### config.mk
export PLATFORM = sky130hd
export DESIGN_NAME = kl_prep
export DESIGN_NICKNAME = d
export VERILOG_FILES = /design/src/hdl/kl_pkg.sv /design/src/hdl/kl_prep.sv
export SDC_FILE = /design/constraint.sdc
export NUM_CORES = 1
export LEC_CHECK = 0
export ABC_AREA = 0
export BUFFER_PORTS_ARGS = -buffer_cell sky130_fd_sc_hd__buf_2
export CAP_MARGIN = 20
export CORE_ASPECT_RATIO = 1.1
export CORE_MARGIN = 5
export CORE_UTILIZATION = 30
export CTS_CLUSTER_DIAMETER = 60
export DETAILED_ROUTE_END_ITERATION = 12
export PLACE_DENSITY = 0.65
export SLEW_MARGIN = 10
export SYNTH_ARGS = -nofsm -noshare
export SYNTH_HDL_FRONTEND = slang
export SYNTH_SLANG_ARGS = --single-unit
export TNS_END_PERCENT = 5
### constraint.sdc
create_clock -name clk -period 2.1 [get_ports clk]
set_input_delay 0.105 -clock clk [delete_from_list [all_inputs] [get_ports clk]]
set_output_delay 0.105 -clock clk [all_outputs]
set_load 0.01 [all_outputs]
### src/hdl/kl_pkg.sv
// Package: shared types, constants and round functions of the KeeLoq pipeline.
`default_nettype none

package kl_pkg;

  // Cipher geometry
  localparam int unsigned KL_ROUND_COUNT      = 528;
  localparam int unsigned KL_ROUNDS_PER_STAGE = 8;
  localparam logic [31:0] KL_NLF_TABLE        = 32'h3A5C742E;

  // Key derivation constants
  localparam logic [31:0] KL_SERIAL_MASK  = 32'h0FFFFFFF;
  localparam logic [31:0] KL_NORMAL_LO    = 32'h20000000;
  localparam logic [31:0] KL_NORMAL_HI    = 32'h60000000;
  localparam logic [15:0] KL_SEED_TAG     = 16'h544D;
  localparam logic [63:0] KL_MAGIC3_KMASK = 64'hFFFFFFFFFF000000;
  localparam logic [31:0] KL_MAGIC3_SMASK = 32'h00FFFFFF;

  // Mode codes of an input beat
  typedef enum logic [3:0] {
    MODE_ENC    = 4'd0,
    MODE_DEC    = 4'd1,
    MODE_NORMAL = 4'd2,
    MODE_SECURE = 4'd3,
    MODE_XOR    = 4'd4,
    MODE_SEED   = 4'd5,
    MODE_MAGIC1 = 4'd6,
    MODE_MAGIC2 = 4'd7,
    MODE_MAGIC3 = 4'd8
  } kl_mode_t;

  // What the round stages do with the two lanes
  typedef enum logic [1:0] {
    OP_PASS = 2'd0,
    OP_ENC  = 2'd1,
    OP_DEC  = 2'd2
  } kl_op_t;

  // Item traveling down the pipeline
  typedef struct packed {
    kl_op_t      op;
    logic        half;
    logic [31:0] hi;
    logic [31:0] lo;
    logic [63:0] key;
  } kl_item_t;

  function automatic logic kl_nlf(input logic a, input logic b, input logic c,
                                  input logic d, input logic e);
    logic [4:0] idx;
    idx = {e, d, c, b, a};
    return KL_NLF_TABLE[idx];
  endfunction

  // One round in the direction that op selects; pass leaves the word alone
  function automatic logic [31:0] kl_round(input kl_op_t op, input logic [31:0] x,
                                           input logic kb_enc, input logic kb_dec);
    logic fb;
    logic [31:0] y;
    fb = 1'b0;
    y  = x;
    unique case (op)
      OP_ENC: begin
        fb = x[0] ^ x[16] ^ kb_enc ^ kl_nlf(x[1], x[9], x[20], x[26], x[31]);
        y  = {fb, x[31:1]};
      end
      OP_DEC: begin
        fb = x[15] ^ x[31] ^ kb_dec ^ kl_nlf(x[0], x[8], x[19], x[25], x[30]);
        y  = {x[30:0], fb};
      end
      default: y = x;
    endcase
    return y;
  endfunction

endpackage

`default_nettype wire

### src/hdl/kl_prep.sv
// Input stage: decode the mode into lane words and lane operation.
`default_nettype none

module kl_prep (
  input  wire logic        clk,
  input  wire logic        rst_n,
  input  wire logic        adv,
  input  wire logic        in_vld,
  input  wire logic [3:0]  mode,
  input  wire logic [31:0] word_a,
  input  wire logic [31:0] word_b,
  input  wire logic [63:0] key,
  output logic             vld_r,
  output kl_pkg::kl_item_t item_r
);
  import kl_pkg::*;

  logic [31:0] ser;
  logic [7:0]  sum;
  kl_item_t    item_nxt;

  assign ser = word_a & KL_SERIAL_MASK;
  assign sum = ser[7:0] + ser[15:8];

  // Load lanes per mode
  always_comb begin
    item_nxt.op   = OP_PASS;
    item_nxt.half = 1'b0;
    item_nxt.hi   = '0;
    item_nxt.lo   = '0;
    item_nxt.key  = key;
    unique case (kl_mode_t'(mode))
      MODE_ENC: begin
        item_nxt.op   = OP_ENC;
        item_nxt.half = 1'b1;
        item_nxt.lo   = word_a;
      end
      MODE_DEC: begin
        item_nxt.op   = OP_DEC;
        item_nxt.half = 1'b1;
        item_nxt.lo   = word_a;
      end
      MODE_NORMAL: begin
        item_nxt.op = OP_DEC;
        item_nxt.hi = ser | KL_NORMAL_HI;
        item_nxt.lo = ser | KL_NORMAL_LO;
      end
      MODE_SECURE: begin
        item_nxt.op = OP_DEC;
        item_nxt.hi = ser;
        item_nxt.lo = word_b;
      end
      MODE_XOR: begin
        item_nxt.hi = ser ^ key[63:32];
        item_nxt.lo = ser ^ key[31:0];
      end
      MODE_SEED: begin
        item_nxt.op = OP_ENC;
        item_nxt.hi = word_b;
        item_nxt.lo = {word_b[31:16], KL_SEED_TAG};
      end
      MODE_MAGIC1: begin
        item_nxt.hi = {ser[23:0], sum};
        item_nxt.lo = key[31:0];
      end
      MODE_MAGIC2: begin
        item_nxt.hi = {word_a[7:0], word_a[15:8], word_a[23:16], word_a[31:24]};
        item_nxt.lo = key[31:0];
      end
      MODE_MAGIC3: begin
        item_nxt.hi = key[63:32] & KL_MAGIC3_KMASK[63:32];
        item_nxt.lo = (key[31:0] & KL_MAGIC3_KMASK[31:0]) | (word_a & KL_MAGIC3_SMASK);
      end
      default: begin
        item_nxt.hi = '0;
        item_nxt.lo = '0;
      end
    endcase
  end

  // Hold valid under stall
  always_ff @(posedge clk) begin
    if (!rst_n) begin
      vld_r <= 1'b0;
    end else if (adv) begin
      vld_r <= in_vld;
    end
  end

  always_ff @(posedge clk) begin
    if (adv) begin
      item_r <= item_nxt;
    end
  end

endmodule

`default_nettype wire

# Word-level counts from Yosys, hierarchy flattened
# Index checks and enable logic that the tools add are counted.
totals:
  regBits: 132
  input_bits: 136
  wordCells: 27
  out_inout_bits: 132
classes:
  eq_ne: 8
  bitwise_logic: 3
  reduce_logical: 5
  add_sub_neg: 1
  mux: 4
op_table:
  columns: ["op", "count"]
  rows:
  - ["$pmux W32 S7", 2]
  - ["$xor A28 B32 Y32", 2]
  - ["$or A32 B24 Y32", 1]
  - ["$eq A4 B3 Y1 const B", 4]
  - ["$add A8 B8 Y8", 1]
  - ["$eq A4 B2 Y1 const B", 2]
  - ["$reduce_or A2 Y1", 3]
  - ["$eq A4 B1 Y1 const B", 1]
  - ["$eq A4 B4 Y1 const B", 1]
  - ["$logic_not A4 Y1", 1]
  - ["$pmux W2 S2", 1]
  - ["$reduce_or A3 Y1", 1]
  - ["$mux W1", 1]

# Longest topological paths before layout
logic_depth:
  word_depth: 3
  ltp_mapped: 9
  ltp_nobuf: 7

# Least setup slack after synthesis
# No wires, ideal clock.
synth_path:
  path_kind: "input to register"
  from: "in word_a[0]"
  to: "reg item_r[97] (netlist bit), data pin"
  n_path_buf: 0
  cell_stages: 5
  required_time_ns: 1.835
  arrival_time_ns: 1.310
  slack_ns: 0.524
  setup_time_ns: 0.265
  path_cell_list: "ha_1 -> fa_1 -> mux2_2 -> a222oi_1 -> nand2_1"
synth_lines:
  columns: ["element", "line", "rtl"]
  rows:
  - ["start: declaration", "kl_prep.sv:10", "input wire logic [31:0] word_a,"]
  - ["end signal: assignment", "kl_prep.sv:92", "item_r <= item_nxt;"]
  - ["end: declaration", "kl_prep.sv:14", "output kl_pkg::kl_item_t item_r"]

==> summary.md <==
| Metric | Value |
|---|---|
| Internal | approximately 0.0057 W |
| Initial Util | between 30% and 40% |
| GR Overflow Total | 0 |
| Launch point of the worst reg-to-reg path | vld_r$_SDFFE_PN0P_ |
| Vias/cell | between 5 and 6 |
| Die Wd | 151 um |
| Synth Instances | around 570 |
| CTS tree | yes |
| Worst-path clk slew | 0.06 ns |
| Number of synthesized flops with an enable pin | approximately 130 |
| Max-slew violations | 0 |
| GR Util All Layers | between 20% and 30% |
| DP HPWL | approximately 19,000 um |
| Final hold violations | 0 |
| Core Region | about 22,000 sq um |
| Reg2reg end | vld_r$_SDFFE_PN0P_ |
| # setup viols final | 0 |
| Antenna Cells | 0 |
| CTS Buf Count | 17 |
| Distinct cell type count after synthesis | 48 |
| DRT antenna net count | 0 |
| Worst endpoint required time | 2.26 ns |
| Wire per inst | ~21 um |
| Maxcap violations | 0 |
| Drt first pass iters | 8 |
| RSZ-0062 raised after global routing | false |
| Layout cells sized above 1 | a little under two fifths |
| R2r worst-path depth | 3 |
| Port bufs | 267 |
| Hold Crit Start | word_b[21] |
| Buffer levels on the longest clock path | 2 |
| Clock share of power | between 40% and 50% |
| NumNets Final | between 1,000 and 1,500 |
| Area Overhead vs Synth | 49.3% |
| Outcome | finished, final reports clean |
| Sink Count | roughly 130 |
| Sequential power share | a little over two fifths |
| Final min period | roughly 1.4 ns |
| Worst setup EP type | flip-flop |
| Global-route wire length before repair | approximately 39,000 um |
| P per Cell Area | a little under 800 nW/um^2 |
| Die area | between 20,000 and 30,000 sq um |
| Sw frac | around a quarter |
| Final WL | 26,100 um |
| Area after DPL | roughly 8400 sq um |
| Tot Pwr | slightly below 0.008 W |
| Relative slew slack | 50.0% |
| Critical path's slowest cell | buf_4 |
| Die height | approximately 170 um |
| Worst hold stages | 3 |
| Vias | about 6,500 |
| # rows | 57 |
| Slowest stage delay, CP | 0.31 ns |
| DR iter-0 viols | ~750 |
| Worst hold path class | input pin to flip-flop |
| Worst reg-to-reg setup slack | approximately 0.96 ns |
| Clk root buf | clkbuf_16 |
| Logic gate share of total power | roughly 17% |
| Nature of the critical path startpoint | input pin |
| Synth warn | 0 |
| Vias in the first global route | about 6,500 |
| Synth Flop Type | edfxtp_1 |
| Min-Delay Endpoint | item_r[85]$_DFFE_PP_ |
| Most Frequent Cell on Critical Path | o21ai_0 |
| Ys async rst share | 0% |
| Register area share after synthesis | about three fifths |
| Worst slew pin tran | 0.746 ns |
| Max VDD drop | between 0.0005 and 0.0006 V |
| Final instance area | between 9000 and 10,000 sq um |
| Io pins | around 270 |
| Critical path type | input pin to flip-flop |
| Net Switching | approximately 0.0020 W |
| Pin count of the biggest net entering global routing | between 50 and 60 |
| Syn Nets | between 700 and 800 |
| Final Cycle Share | approximately two thirds |
| Seq cells post-synth | 132 |
| Residual DRC | 0 |
| Post-Route Setup TNS | 0 ns |
| WHS | 0.0160 ns |
| Clk_skew | 0 ns |
| Synth Area per Inst | between 10 and 15 sq um |
| Maximum clock rate | about 700 MHz |
| Crit-path max FO | 26 |
| Fillers | 2,095 |
| Antenna violations before repair | 1 |
| Area of the mapped netlist | about 6600 sq um |
| CP arrival | around 1.6 ns |
| Pleak | around 4.2 nW |
| H-tree levels | 4 |
| Critical Path, Cell by Cell | buf_2, nor2b_4, nand2_4, buf_4, o21ai_0, a222oi_1, o21ai_0 |
| RD Place Congestion | roughly 0.84 |
| Clock latency at the later pin of the worst-skew pair | approximately 0.42 ns |
## how the worst max path moves through the flow
stage	end	startpoint	slack, ns
detailed placement	item_r[102]$_DFFE_PP_	mode[2]	0.26
finish	item_r[102]$_DFFE_PP_	mode[2]	0.66
floorplan	item_r[97]$_DFFE_PP_	word_a[0]	0.52
global route	item_r[102]$_DFFE_PP_	mode[2]	0.58
global placement	item_r[97]$_DFFE_PP_	word_a[0]	0.27
CTS	item_r[102]$_DFFE_PP_	mode[2]	0.71
## power by group through the flow
stage	Sequential, W	Clock, W	Combinational, W
finish	0.00323	0.00315	0.00132
detailed placement	0.00329	0	0.00120
floorplan	0.00342	0	0.000381
CTS	0.00323	0.00320	0.00132
global placement	0.00328	0	0.00119
global route	0.00325	0.00332	0.00144
## cell families (layout without fill, tap and decap cells)
group	count (synthesis)	after routing	share of synthesized area (%)
and+or+nand+nor	129	129	8.58
buffers and inverters	56	433	4.21
DFF	132	132	59.9
adders and majority gates	8	8	1.63
muxes	25	25	4.23
AOI/OAI and AO/OA	214	214	20.6
xor gates and xnor gates	7	7	0.928
## cells in the mapped netlist (2+ instances only)
cell | number | area (sq um)
a211oi_1 | 3 | 22.5
a21boi_0 | 2 | 15.0
a21o_1 | 2 | 15.0
a21oi_1 | 16 | 80.1
a221oi_1 | 6 | 52.6
a222oi_1 | 36 | 360
a22oi_1 | 4 | 30.0
a31oi_1 | 3 | 18.8
buf_2 | 18 | 90.1
buf_4 | 2 | 15.0
buf_6 | 5 | 56.3
clkbuf_1 | 11 | 41.3
edfxtp_1 | 131 | 3930
ha_1 | 7 | 87.6
inv_1 | 20 | 75.1
mux2_2 | 13 | 146
mux2i_1 | 11 | 110
nand2_1 | 68 | 255
nand2b_1 | 5 | 31.3
nand3_1 | 10 | 50.1
nor2_1 | 34 | 128
nor2b_1 | 3 | 18.8
o2111ai_1 | 3 | 26.3
o21ai_0 | 120 | 601
o21ai_1 | 5 | 25.0
o22ai_1 | 4 | 25.0
or3_1 | 2 | 12.5
xnor2_1 | 7 | 61.3
## cell type report
| cell class | count | area, sq um | share of cell area, % |
|---|---|---|---|
| repair buffers | 381 | 2460 | 25.0 |
| clock inverters | 14 | 186 | 1.89 |
| well taps | 295 | 369 | 3.74 |
| clock buffers | 18 | 429 | 4.35 |
| flip-flops and latches | 132 | 3950 | 40.1 |
| inverters | 20 | 75.1 | 0.762 |
| multi-input cells | 383 | 2380 | 24.2 |
## placed cells by master (no fill, tap or decap), drive strengths merged, types with 2 or more instances in the layout
cell and n:
edfxtp 131, a21oi 16, a222oi 36, dlygate4sd3 81
a211oi 3, clkbuf 18, ha 7, buf 300
nor2 34, nor2b 4, a21boi 2, mux2i 11
a31oi 3, o22ai 4, nand2b 5, nand2 69
a221oi 6, or3 2, xnor2 7, o2111ai 3
inv 20, clkinv 7, a21o 2, o21ai 125
nand3 10, bufinv 4, a22oi 4, mux2 13
clkinvlp 3
## worst max-delay path, delay by kind of cell
kind | cells | cell delay, ns
compound gates | 3 | 0.60
simple gates | 2 | 0.39
buf+inv | 2 | 0.50
## per-stage QoR
stage	worst slack, ns	instances	util [%]
after floorplan	0.524	571	-
after global placement	0.274	1130	38.5
after detailed placement	0.263	1130	38.5
after CTS	0.706	1243	45.0
after global routing	0.584	1243	45.0
final	0.664	1243	45.0
## state kept, by name (all words and copies together), names as in the netlist
name	flops
item_r	131
vld_r	1
## layer usage
layer | global-route usage [%] | part of all wire [%]
met1 | 26.0 | 39
met3 | 4.62 | 9.1
met2 | 34.1 | 49
met5 | 0 | 0.027
met4 | 7.97 | 2.5
## what timing repair did
action | 4_1_cts | 5_1_grt
buffers inserted | 0 | 0
resized for setup | 0 | 0
endpoints found under the hold margin | 91 | 0
hold buffers | 81 | 0
Power figures use the tool's default switching activity.
