[src/hdl/kl_pkg.sv]
// Package: shared types, constants and round functions of the KeeLoq pipeline.
`default_nettype none

package kl_pkg;

  // Cipher geometry
  localparam int unsigned KL_ROUND_COUNT      = 528;
  localparam int unsigned KL_ROUNDS_PER_STAGE = 8;
  localparam logic [31:0] KL_NLF_TABLE        = 32'h3A5C742E;

  // Key derivation constants
  localparam logic [31:0] KL_SERIAL_MASK  = 32'h0FFFFFFF;
  localparam logic [31:0] KL_NORMAL_LO    = 32'h20000000;
  localparam logic [31:0] KL_NORMAL_HI    = 32'h60000000;
  localparam logic [15:0] KL_SEED_TAG     = 16'h544D;
  localparam logic [63:0] KL_MAGIC3_KMASK = 64'hFFFFFFFFFF000000;
  localparam logic [31:0] KL_MAGIC3_SMASK = 32'h00FFFFFF;

  // Mode codes of an input beat
  typedef enum logic [3:0] {
    MODE_ENC    = 4'd0,
    MODE_DEC    = 4'd1,
    MODE_NORMAL = 4'd2,
    MODE_SECURE = 4'd3,
    MODE_XOR    = 4'd4,
    MODE_SEED   = 4'd5,
    MODE_MAGIC1 = 4'd6,
    MODE_MAGIC2 = 4'd7,
    MODE_MAGIC3 = 4'd8
  } kl_mode_t;

  // What the round stages do with the two lanes
  typedef enum logic [1:0] {
    OP_PASS = 2'd0,
    OP_ENC  = 2'd1,
    OP_DEC  = 2'd2
  } kl_op_t;

  // Item traveling down the pipeline
  typedef struct packed {
    kl_op_t      op;
    logic        half;
    logic [31:0] hi;
    logic [31:0] lo;
    logic [63:0] key;
  } kl_item_t;

  function automatic logic kl_nlf(input logic a, input logic b, input logic c,
                                  input logic d, input logic e);
    logic [4:0] idx;
    idx = {e, d, c, b, a};
    return KL_NLF_TABLE[idx];
  endfunction

  // One round in the direction that op selects; pass leaves the word alone
  function automatic logic [31:0] kl_round(input kl_op_t op, input logic [31:0] x,
                                           input logic kb_enc, input logic kb_dec);
    logic fb;
    logic [31:0] y;
    fb = 1'b0;
    y  = x;
    unique case (op)
      OP_ENC: begin
        fb = x[0] ^ x[16] ^ kb_enc ^ kl_nlf(x[1], x[9], x[20], x[26], x[31]);
        y  = {fb, x[31:1]};
      end
      OP_DEC: begin
        fb = x[15] ^ x[31] ^ kb_dec ^ kl_nlf(x[0], x[8], x[19], x[25], x[30]);
        y  = {x[30:0], fb};
      end
      default: y = x;
    endcase
    return y;
  endfunction

endpackage

`default_nettype wire

[src/hdl/kl_pack.sv]
// Output stage: assemble the 64-bit result and hold it for the sink.
`default_nettype none

module kl_pack (
  input  wire logic             clk,
  input  wire logic             rst_n,
  input  wire logic             adv,
  input  wire logic             in_vld,
  input  wire kl_pkg::kl_item_t in_item,
  output logic                  vld_r,
  output logic [63:0]           result_r
);
  import kl_pkg::*;

  logic [63:0] result_nxt;

  // Single-block modes clear the upper word
  assign result_nxt = in_item.half ? {32'd0, in_item.lo} : {in_item.hi, in_item.lo};

  always_ff @(posedge clk) begin
    if (!rst_n) begin
      vld_r <= 1'b0;
    end else if (adv) begin
      vld_r <= in_vld;
    end
  end

  always_ff @(posedge clk) begin
    if (adv) begin
      result_r <= result_nxt;
    end
  end

endmodule

`default_nettype wire

[config.mk]
export PLATFORM = sky130hd
export DESIGN_NAME = kl_pack
export DESIGN_NICKNAME = d
export VERILOG_FILES = /design/src/hdl/kl_pkg.sv /design/src/hdl/kl_pack.sv
export SDC_FILE = /design/constraint.sdc
export NUM_CORES = 1
export LEC_CHECK = 0
export ABC_AREA = 1
export BUFFER_PORTS_ARGS = -buffer_cell sky130_fd_sc_hd__buf_2
export CAP_MARGIN = 5
export CORE_MARGIN = 4
export CORE_UTILIZATION = 37
export DETAILED_ROUTE_END_ITERATION = 10
export MAX_ROUTING_LAYER = met4
export PLACE_DENSITY = 0.79
export SYNTH_ARGS = -nofsm -noshare
export SYNTH_HDL_FRONTEND = slang
export SYNTH_SLANG_ARGS = --single-unit
[constraint.sdc]
create_clock -name clk -period 0.8 [get_ports clk]
set_input_delay 0.04 -clock clk [delete_from_list [all_inputs] [get_ports clk]]
set_output_delay 0.04 -clock clk [all_outputs]
set_load 0.01 [all_outputs]
### Yosys cells after proc, flatten, opt, wreduce, memory -nomap -nowiden

Cells that the tools add are included.

| storage, ports and cells | value |
|---|---|
| flip-flop bits (word level) | 65 |
| latch bits | 0 |
| memory bits (writable) | 0 |
| bits in read-only memories | 0 |
| output and inout bits | 65 |
| memories | 0 |

| cells by class | value |
|---|---|
| $add $sub $neg | 0 |
| $mul | 0 |
| divide/modulo/power cells | 0 |
| magnitude comparators | 0 |
| equal/unequal tests | 0 |
| shifts and indexed selects | 0 |
| muxes and demuxes | 0 |
| bitwise gates (word level) | 0 |
| reductions and logical operators | 0 |

### Longest topological paths before layout

Gate-level depths: netlist (run 1).

| logic depth | value |
|---|---|
| word-level depth | 0 |
| mapped depth | 4 |

### Worst setup path after synthesis (run 1)

No wires, ideal clock.

| timing | value |
|---|---|
| path kind | reg2reg |
| start point | register, netlist name vld_r |
| end point | register vld_r |
| arrival | 0.456 ns |
| setup slack | 0.231 ns |
| cell stages (with the launch flop) | 3 |
| path buffers | 0 |
| period minus slack after synthesis | 0.569 ns |
| path through | dfxtp_1 > nor2_1 > nor2_1 |

RTL lines:

| item | RTL line | RTL |
|---|---|---|
| to (signal assigned) | kl_pack.sv:24 | `vld_r <= in_vld;` |
| to (decl) | kl_pack.sv:10 | `output logic vld_r,` |

### Worst setup path after layout (run 1)

| timing | value |
|---|---|
| start point | register result_r[36] |
| end point | output result_r[36] |

RTL lines:

| item | RTL line | RTL |
|---|---|---|
| from (decl) | kl_pack.sv:11 | `output logic [63:0] result_r` |
| from (signal assigned) | kl_pack.sv:30 | `result_r <= result_nxt;` |

No word-level cell between the ends.

==> impl_metrics.py, run 1 <==
metrics = {
    "run_status": {
        "status": "finished with violations",
        "violations": "negative setup slack",
    },
    "worst_setup_path": {
        "cp_slowest_cell": "edfxtp_1",
        "crit_path_end_kind": "output pin",
        "crit_path_start_kind": "register",
        "crit_chain": "buf_2",
        "cpPeakStageDelay_ns": 0.39,
        "required_ns": 0.76,
        "cp.arrival_ns": 0.87,
        "crit_type": "reg -> out",
        "critPathTopFamily": "flip-flops",
        "worst-path-buf-inv": 1,
        "crit_path_max_fanout": 1,
    },
    "grt": {
        "grt_start_max_net_pins": 37,
        "grt_pass1_wl_mm": 8.65,
        "antenna_found_initial": 0,
        "overflow": 0,
        "grt_pass1_vias": 1875,
        "track_usage": 0.163,
    },
    "drt": {
        "drt-initial-drc-count": 72,
        "routed_wl_mm": 5.61,
        "via_count": 1764,
        "antenna_left": 0,
        "firstDrtPassIters": 4,
        "routed_via_density": 4.16,
        "drc": 0,
        "wl_per_cell_um": 13.2,
    },
    "yosys": {
        "synth_area_leaders": "edfxtp_1, nor2_1, inv_1",
        "synth_nets": 272,
        "synthTopCellsByCount": "edfxtp_1, nor2_1, inv_1, buf_6, nand2_1",
        "ys_seq_area_frac": 0.869,
        "synth_area_sq_um": 2230,
        "post-synth-top-count-cell": "edfxtp_1",
        "yosysTopAreaCellShare": 0.860,
        "postSynthCellCount": 137,
        "synthArstFlopShare": 0,
        "synth_edf_count": 64,
        "postSynthAreaPerCell_sq_um": 16.3,
        "yosysTopAreaCell": "edfxtp_1",
        "yosys_most_used_dff": "edfxtp_1",
        "yosys.cell_types.count": 6,
        "yosysWarnings": 0,
        "synth-seq-cells": 65,
    },
    "floorplan": {
        "die_w_um": 85.7,
        "dieArea_sq_um": 7350,
        "core_sq_um": 5890,
        "die_h_um": 85.7,
        "fp-row-count": 28,
        "ios": 200,
        "initial_utilization": 0.380,
    },
    "sta": {
        "finalClockSkew_ns": 0,
        "drv_slew": 0,
        "relSlewSlack": 0.874,
        "tightest_slew_ns": 0.188,
        "fin_crit_sh": 1.14,
        "hold_viol": 0,
        "setup_viol": 65,
        "fin_crit_ns": 0.909,
        "rsz0062_at_grt": "true",
        "setup_ws_ns": -0.109,
        "max_freq_ghz": 1.10,
    },
    "cts": {
        "numClockSinks": 65,
        "cts.htree.levels": 3,
        "cts_root_buf": "clkbuf_8",
        "clkTransAtPathRegs_ns": 0.07,
        "clockBufferDepth": 2,
        "clock_latency_ns": 0.32,
        "cts_buffers": 9,
        "tritoncts": "built",
    },
    "power": {
        "seqPwrFrac": 0.506,
        "comb_power_share": 0.125,
        "leakage_nw": 1.80,
        "p_int_w": 0.00634,
        "p_switching_w": 0.00177,
        "p_clk_frac": 0.369,
        "peakVddDrop_uv": 1220,
        "p_per_area_nw_per_um2": 2090,
        "switching_share": 0.218,
    },
    "final_layout": {
        "num-fill-cells": 451,
        "drive_above_1_share": 0.441,
        "layout.nets": 479,
        "layout.cells.non_filler": 424,
        "area_growth_syn_to_layout_pct": 73.3,
        "multi_input_area_sq_um": 135,
        "n_antenna_cell": 0,
        "register_area_sq_um": 1940,
        "fin_util": 0.658,
    },
    "place": {
        "portBuffers": 133,
        "placedCellCount": 345,
        "dp_hpwl_mm": 3.62,
        "routabilityCongestion": 0.727,
    },
    "hold_path": {
        "holdCritPathClass": "in -> reg",
    },
    "flow_run": {
        "cap_violations": 0,
    },
}
path summary, 6_finish.rpt:
| check | start | end | slack (ns) | cells after the start |
|---|---|---|---|---|
| max | result_r[36]$_SDFFCE_PP0P_ | result_r[36] | -0.11 | 1 |
| min | in_item[102] | result_r[38]$_SDFFCE_PP0P_ | 0.02 | 3 |
| max reg2reg | vld_r$_SDFFE_PN0P_ | vld_r$_SDFFE_PN0P_ | 0.12 | 3 |
| min reg2reg | vld_r$_SDFFE_PN0P_ | vld_r$_SDFFE_PN0P_ | 0.58 | 3 |
final cells by class:
class / instances / area share
Sequential cell: 65 / 0.502
Clock buffer: 9 / 0.0320
Tap cell: 75 / 0.0242
Inverter: 33 / 0.0320
Timing Repair Buffer: 199 / 0.351
Multi-Input combinational cell: 36 / 0.0349
Clock inverter: 7 / 0.0242
what timing repair did:
item | 4_1_cts | 5_1_grt
setup buffers | 0 | 1
endpoints found under the setup margin | 65 | 65
hold endpoints to repair | 61 | 0
hold buffers | 62 | 0
cloned | 0 | 0
gates resized for setup | 2 | 0
metrics by stage:
step           total power [W]  area (sq um)  hold slack [ns]  TNS [ns]  worst slack, ns
5_1_grt                0.00847          3870          0.00983     -8.33           -0.160
2_1_floorplan          0.00443          2230            0.139         0            0.231
3_3_place_gp           0.00492          3020            0.217         0           0.0840
3_5_place_dp           0.00495          3020            0.219         0           0.0663
6_report               0.00810          3870           0.0180     -4.76           -0.109
4_1_cts                0.00821          3870          0.00243     -6.39           -0.134
cells by family (layout without fill, tap and decap cells):
logic type / Yosys count / count (layout) / synth area share
buffers and inverters: 36 / 248 / 0.0705
DFF: 65 / 65 / 0.869
and+or+nand+nor: 36 / 36 / 0.0605
power groups by stage:
stage	logic (W)	clock network (W)	registers, W
detailed placement	0.000774	0	0.00417
finish	0.00101	0.00299	0.00410
global route	0.00110	0.00325	0.00412
global placement	0.000758	0	0.00416
floorplan	0.0000959	0	0.00433
CTS	0.00102	0.00310	0.00410
layer usage:
layer	up-vias	routed length [um]	track usage
met5	-	0	-
li1	860	-	-
met2	85	3000	0.287
met4	0	87	0.0691
met3	10	470	0.0471
met1	809	2050	0.170
worst min-delay path, delay by kind of cell:
| family | cells | cell delay (ns) |
|---|---|---|
| buf+inv | 2 | 0.11 |
| simple gates | 1 | 0.08 |
sequential cells by signal (all words and copies together) (netlist names):
name      flops
vld_r         1
result_r     64
cell usage in the layout, fill, tap and decap left out, drive strengths merged:
cell type / Yosys / routed
bufinv: 0 / 2
inv: 33 / 34
clkinv: 0 / 2
clkinvlp: 0 / 2
dfxtp: 1 / 1
buf: 3 / 137
edfxtp: 64 / 64
dlygate4sd3: 0 / 62
clkbuf: 0 / 9
nand2: 2 / 2
nor2: 34 / 34
(Power assumes the default switching activity.)
==> run 2, diff against run 1 <==
--- a/config.mk
+++ b/config.mk
@@ -10,8 +10,8 @@
 export CAP_MARGIN = 5
 export CORE_MARGIN = 4
-export CORE_UTILIZATION = 37
+export CORE_UTILIZATION = 30
 export DETAILED_ROUTE_END_ITERATION = 10
 export MAX_ROUTING_LAYER = met4
-export PLACE_DENSITY = 0.79
+export PLACE_DENSITY = 0.67
 export SYNTH_ARGS = -nofsm -noshare
 export SYNTH_HDL_FRONTEND = slang
==> constraint.sdc (replaced) <==
create_clock -name clk -period 0.8 [get_ports clk]
set_input_delay 0.04 -clock clk [delete_from_list [all_inputs] [get_ports clk]]
set_output_delay 0.04 -clock clk [all_outputs]
set_load 0.005 [all_outputs]
==> impl_metrics.py, run 2 (same netlist as run 1, synthesis figures left out) <==
metrics = {
    "run_status": {
        "status": "finished with violations",
        "violations": "negative setup slack",
    },
    "floorplan": {
        "core_sq_um": 7250,
        "die_w_um": 94.3,
        "initial_utilization": 0.308,
        "dieArea_sq_um": 8890,
        "die_h_um": 94.3,
        "fp-row-count": 31,
        "ios": 200,
    },
    "drt": {
        "drc": 0,
        "routed_via_density": 3.95,
        "via_count": 1772,
        "drt-initial-drc-count": 45,
        "antenna_left": 0,
        "routed_wl_mm": 5.86,
        "firstDrtPassIters": 4,
        "wl_per_cell_um": 13.0,
    },
    "sta": {
        "finalClockSkew_ns": 0,
        "rsz0062_at_grt": "true",
        "tightest_slew_ns": 0.169,
        "hold_viol": 0,
        "max_freq_ghz": 1.11,
        "relSlewSlack": 0.887,
        "setup_viol": 65,
        "drv_slew": 0,
        "fin_crit_ns": 0.901,
        "hold_slack_ns": 0.0159,
        "fin_crit_sh": 1.13,
        "fin_setup_tns_ns": -4.47,
        "setup_ws_ns": -0.101,
    },
    "place": {
        "dp_hpwl_mm": 3.65,
        "dpl_worst_slack_ns": 0.0684,
        "routabilityCongestion": 0.626,
        "portBuffers": 133,
    },
    "cts": {
        "clkTransAtPathRegs_ns": 0.08,
        "cts.htree.levels": 3,
        "clock_latency_ns": 0.33,
        "tritoncts": "built",
        "clockBufferDepth": 2,
        "cts_root_buf": "clkbuf_8",
        "cts_buffers": 9,
        "numClockSinks": 65,
        "post_cts_buffers": 0,
    },
    "final_layout": {
        "reg_top3": "result_r: 64 flops, vld_r: 1 flops",
        "layout.nets": 480,
        "drive_above_1_share": 0.440,
        "num-fill-cells": 605,
        "n_antenna_cell": 0,
        "layout.cells.most_common": "buf_2",
        "final_cell_mix": "buf_2, edfxtp_1, dlygate4sd3_1",
        "top_register": "result_r",
        "area_growth_syn_to_layout_pct": 74.9,
        "largest_register_ffs": 64,
    },
    "hold_path": {
        "hold_end": "result_r[55]$_SDFFCE_PP0P_",
        "hp-start": "in_item[119]",
        "holdCritPathClass": "in -> reg",
        "whs_path_depth": 3,
    },
    "worst_setup_path": {
        "rr_worst_depth": 2,
        "r2r_start": "vld_r$_SDFFE_PN0P_",
        "critPathTopFamily": "flip-flops",
        "cp_slowest_cell": "edfxtp_1",
        "r2r-end": "vld_r$_SDFFE_PN0P_",
        "cpPeakStageDelay_ns": 0.38,
        "crit_path_start_kind": "register",
        "crit_path_end_kind": "output pin",
        "reg2reg_slack_ns": 0.23,
        "required_ns": 0.76,
        "cp.arrival_ns": 0.86,
        "crit_path_max_fanout": 1,
        "crit_chain": "buf_2",
        "worst-path-buf-inv": 1,
        "crit_type": "reg -> out",
    },
    "grt": {
        "overflow": 0,
        "grt_start_max_net_pins": 33,
        "grt_pass1_vias": 1865,
        "grt_pass1_wl_mm": 8.94,
        "antenna_found_initial": 0,
        "track_usage": 0.139,
    },
    "flow_run": {
        "cap_violations": 0,
    },
    "power": {
        "p_per_area_nw_per_um2": 2050,
        "leakage_nw": 1.81,
        "peakVddDrop_uv": 926,
    },
}
## run 2: cell types whose count changed in the layout (fill, tap and decap cells not counted)
cell,previous run,this run
buf_6,1,0
clkinv_4,0,2
dlygate4sd3_1,62,63
buf_2,132,133
clkinvlp_4,2,1
inv_6,1,0
## run 2: routing by layer
| metal | GRT usage | share of wire | vias up |
|---|---|---|---|
| met2 | 0.239 | 0.52 | 93 |
| li1 | - | - | 864 |
| met4 | 0.0445 | 0.012 | 0 |
| met1 | 0.140 | 0.36 | 806 |
| met5 | - | 0 | - |
| met3 | 0.0649 | 0.11 | 9 |
## run 2: layout make-up
cell class / count / area [sq um] / share of cell area
clock buffers: 9 / 124 / 0.0317
multi-input cells: 36 / 135 / 0.0346
clock inverters: 7 / 95.1 / 0.0243
inverters: 33 / 124 / 0.0317
flip-flops and latches: 65 / 1940 / 0.497
well taps: 99 / 124 / 0.0317
repair buffers: 200 / 1360 / 0.349
## run 2: report_power, final
| group | leakage [nW] | total, W | switching [W] | internal, W |
|---|---|---|---|---|
| registers | 0.630 | 0.00410 | 0.0000645 | 0.00404 |
| logic | 1.07 | 0.000913 | 0.000370 | 0.000544 |
| clock network | 0.109 | 0.00301 | 0.00126 | 0.00175 |
## run 2: timing repair
action                                  in CTS  in global routing
hold buffers                                63                  0
endpoints found under the hold margin       62                  0
gates resized for setup                      1                  0
endpoints found under the setup margin      65                 65
## run 2: worst max path at each step
stage / end / slack, ns / from / cells after the start
final: result_r[24] / -0.10 / result_r[24]$_DFFE_PP_ / 1
after global placement: result_r[46]$_SDFFCE_PP0P_ / 0.06 / adv / 2
after global routing: result_r[24] / -0.17 / result_r[24]$_DFFE_PP_ / 1
after CTS: result_r[43] / -0.12 / result_r[43]$_SDFFCE_PP0P_ / 1
after detailed placement: result_r[48]$_SDFFCE_PP0P_ / 0.07 / adv / 2
after floorplan: vld_r$_SDFFE_PN0P_ / 0.26 / vld_r$_SDFFE_PN0P_ / 2
## run 2: metrics by stage
step	cell area [sq um]	total power (W)	util	std cells
detailed placement	3060	0.00484	0.422	370
floorplan	2230	0.00432	-	137
global placement	3060	0.00482	0.422	370
finish	3910	0.00802	0.539	449
global route	3910	0.00843	0.539	449
CTS	3910	0.00811	0.539	449
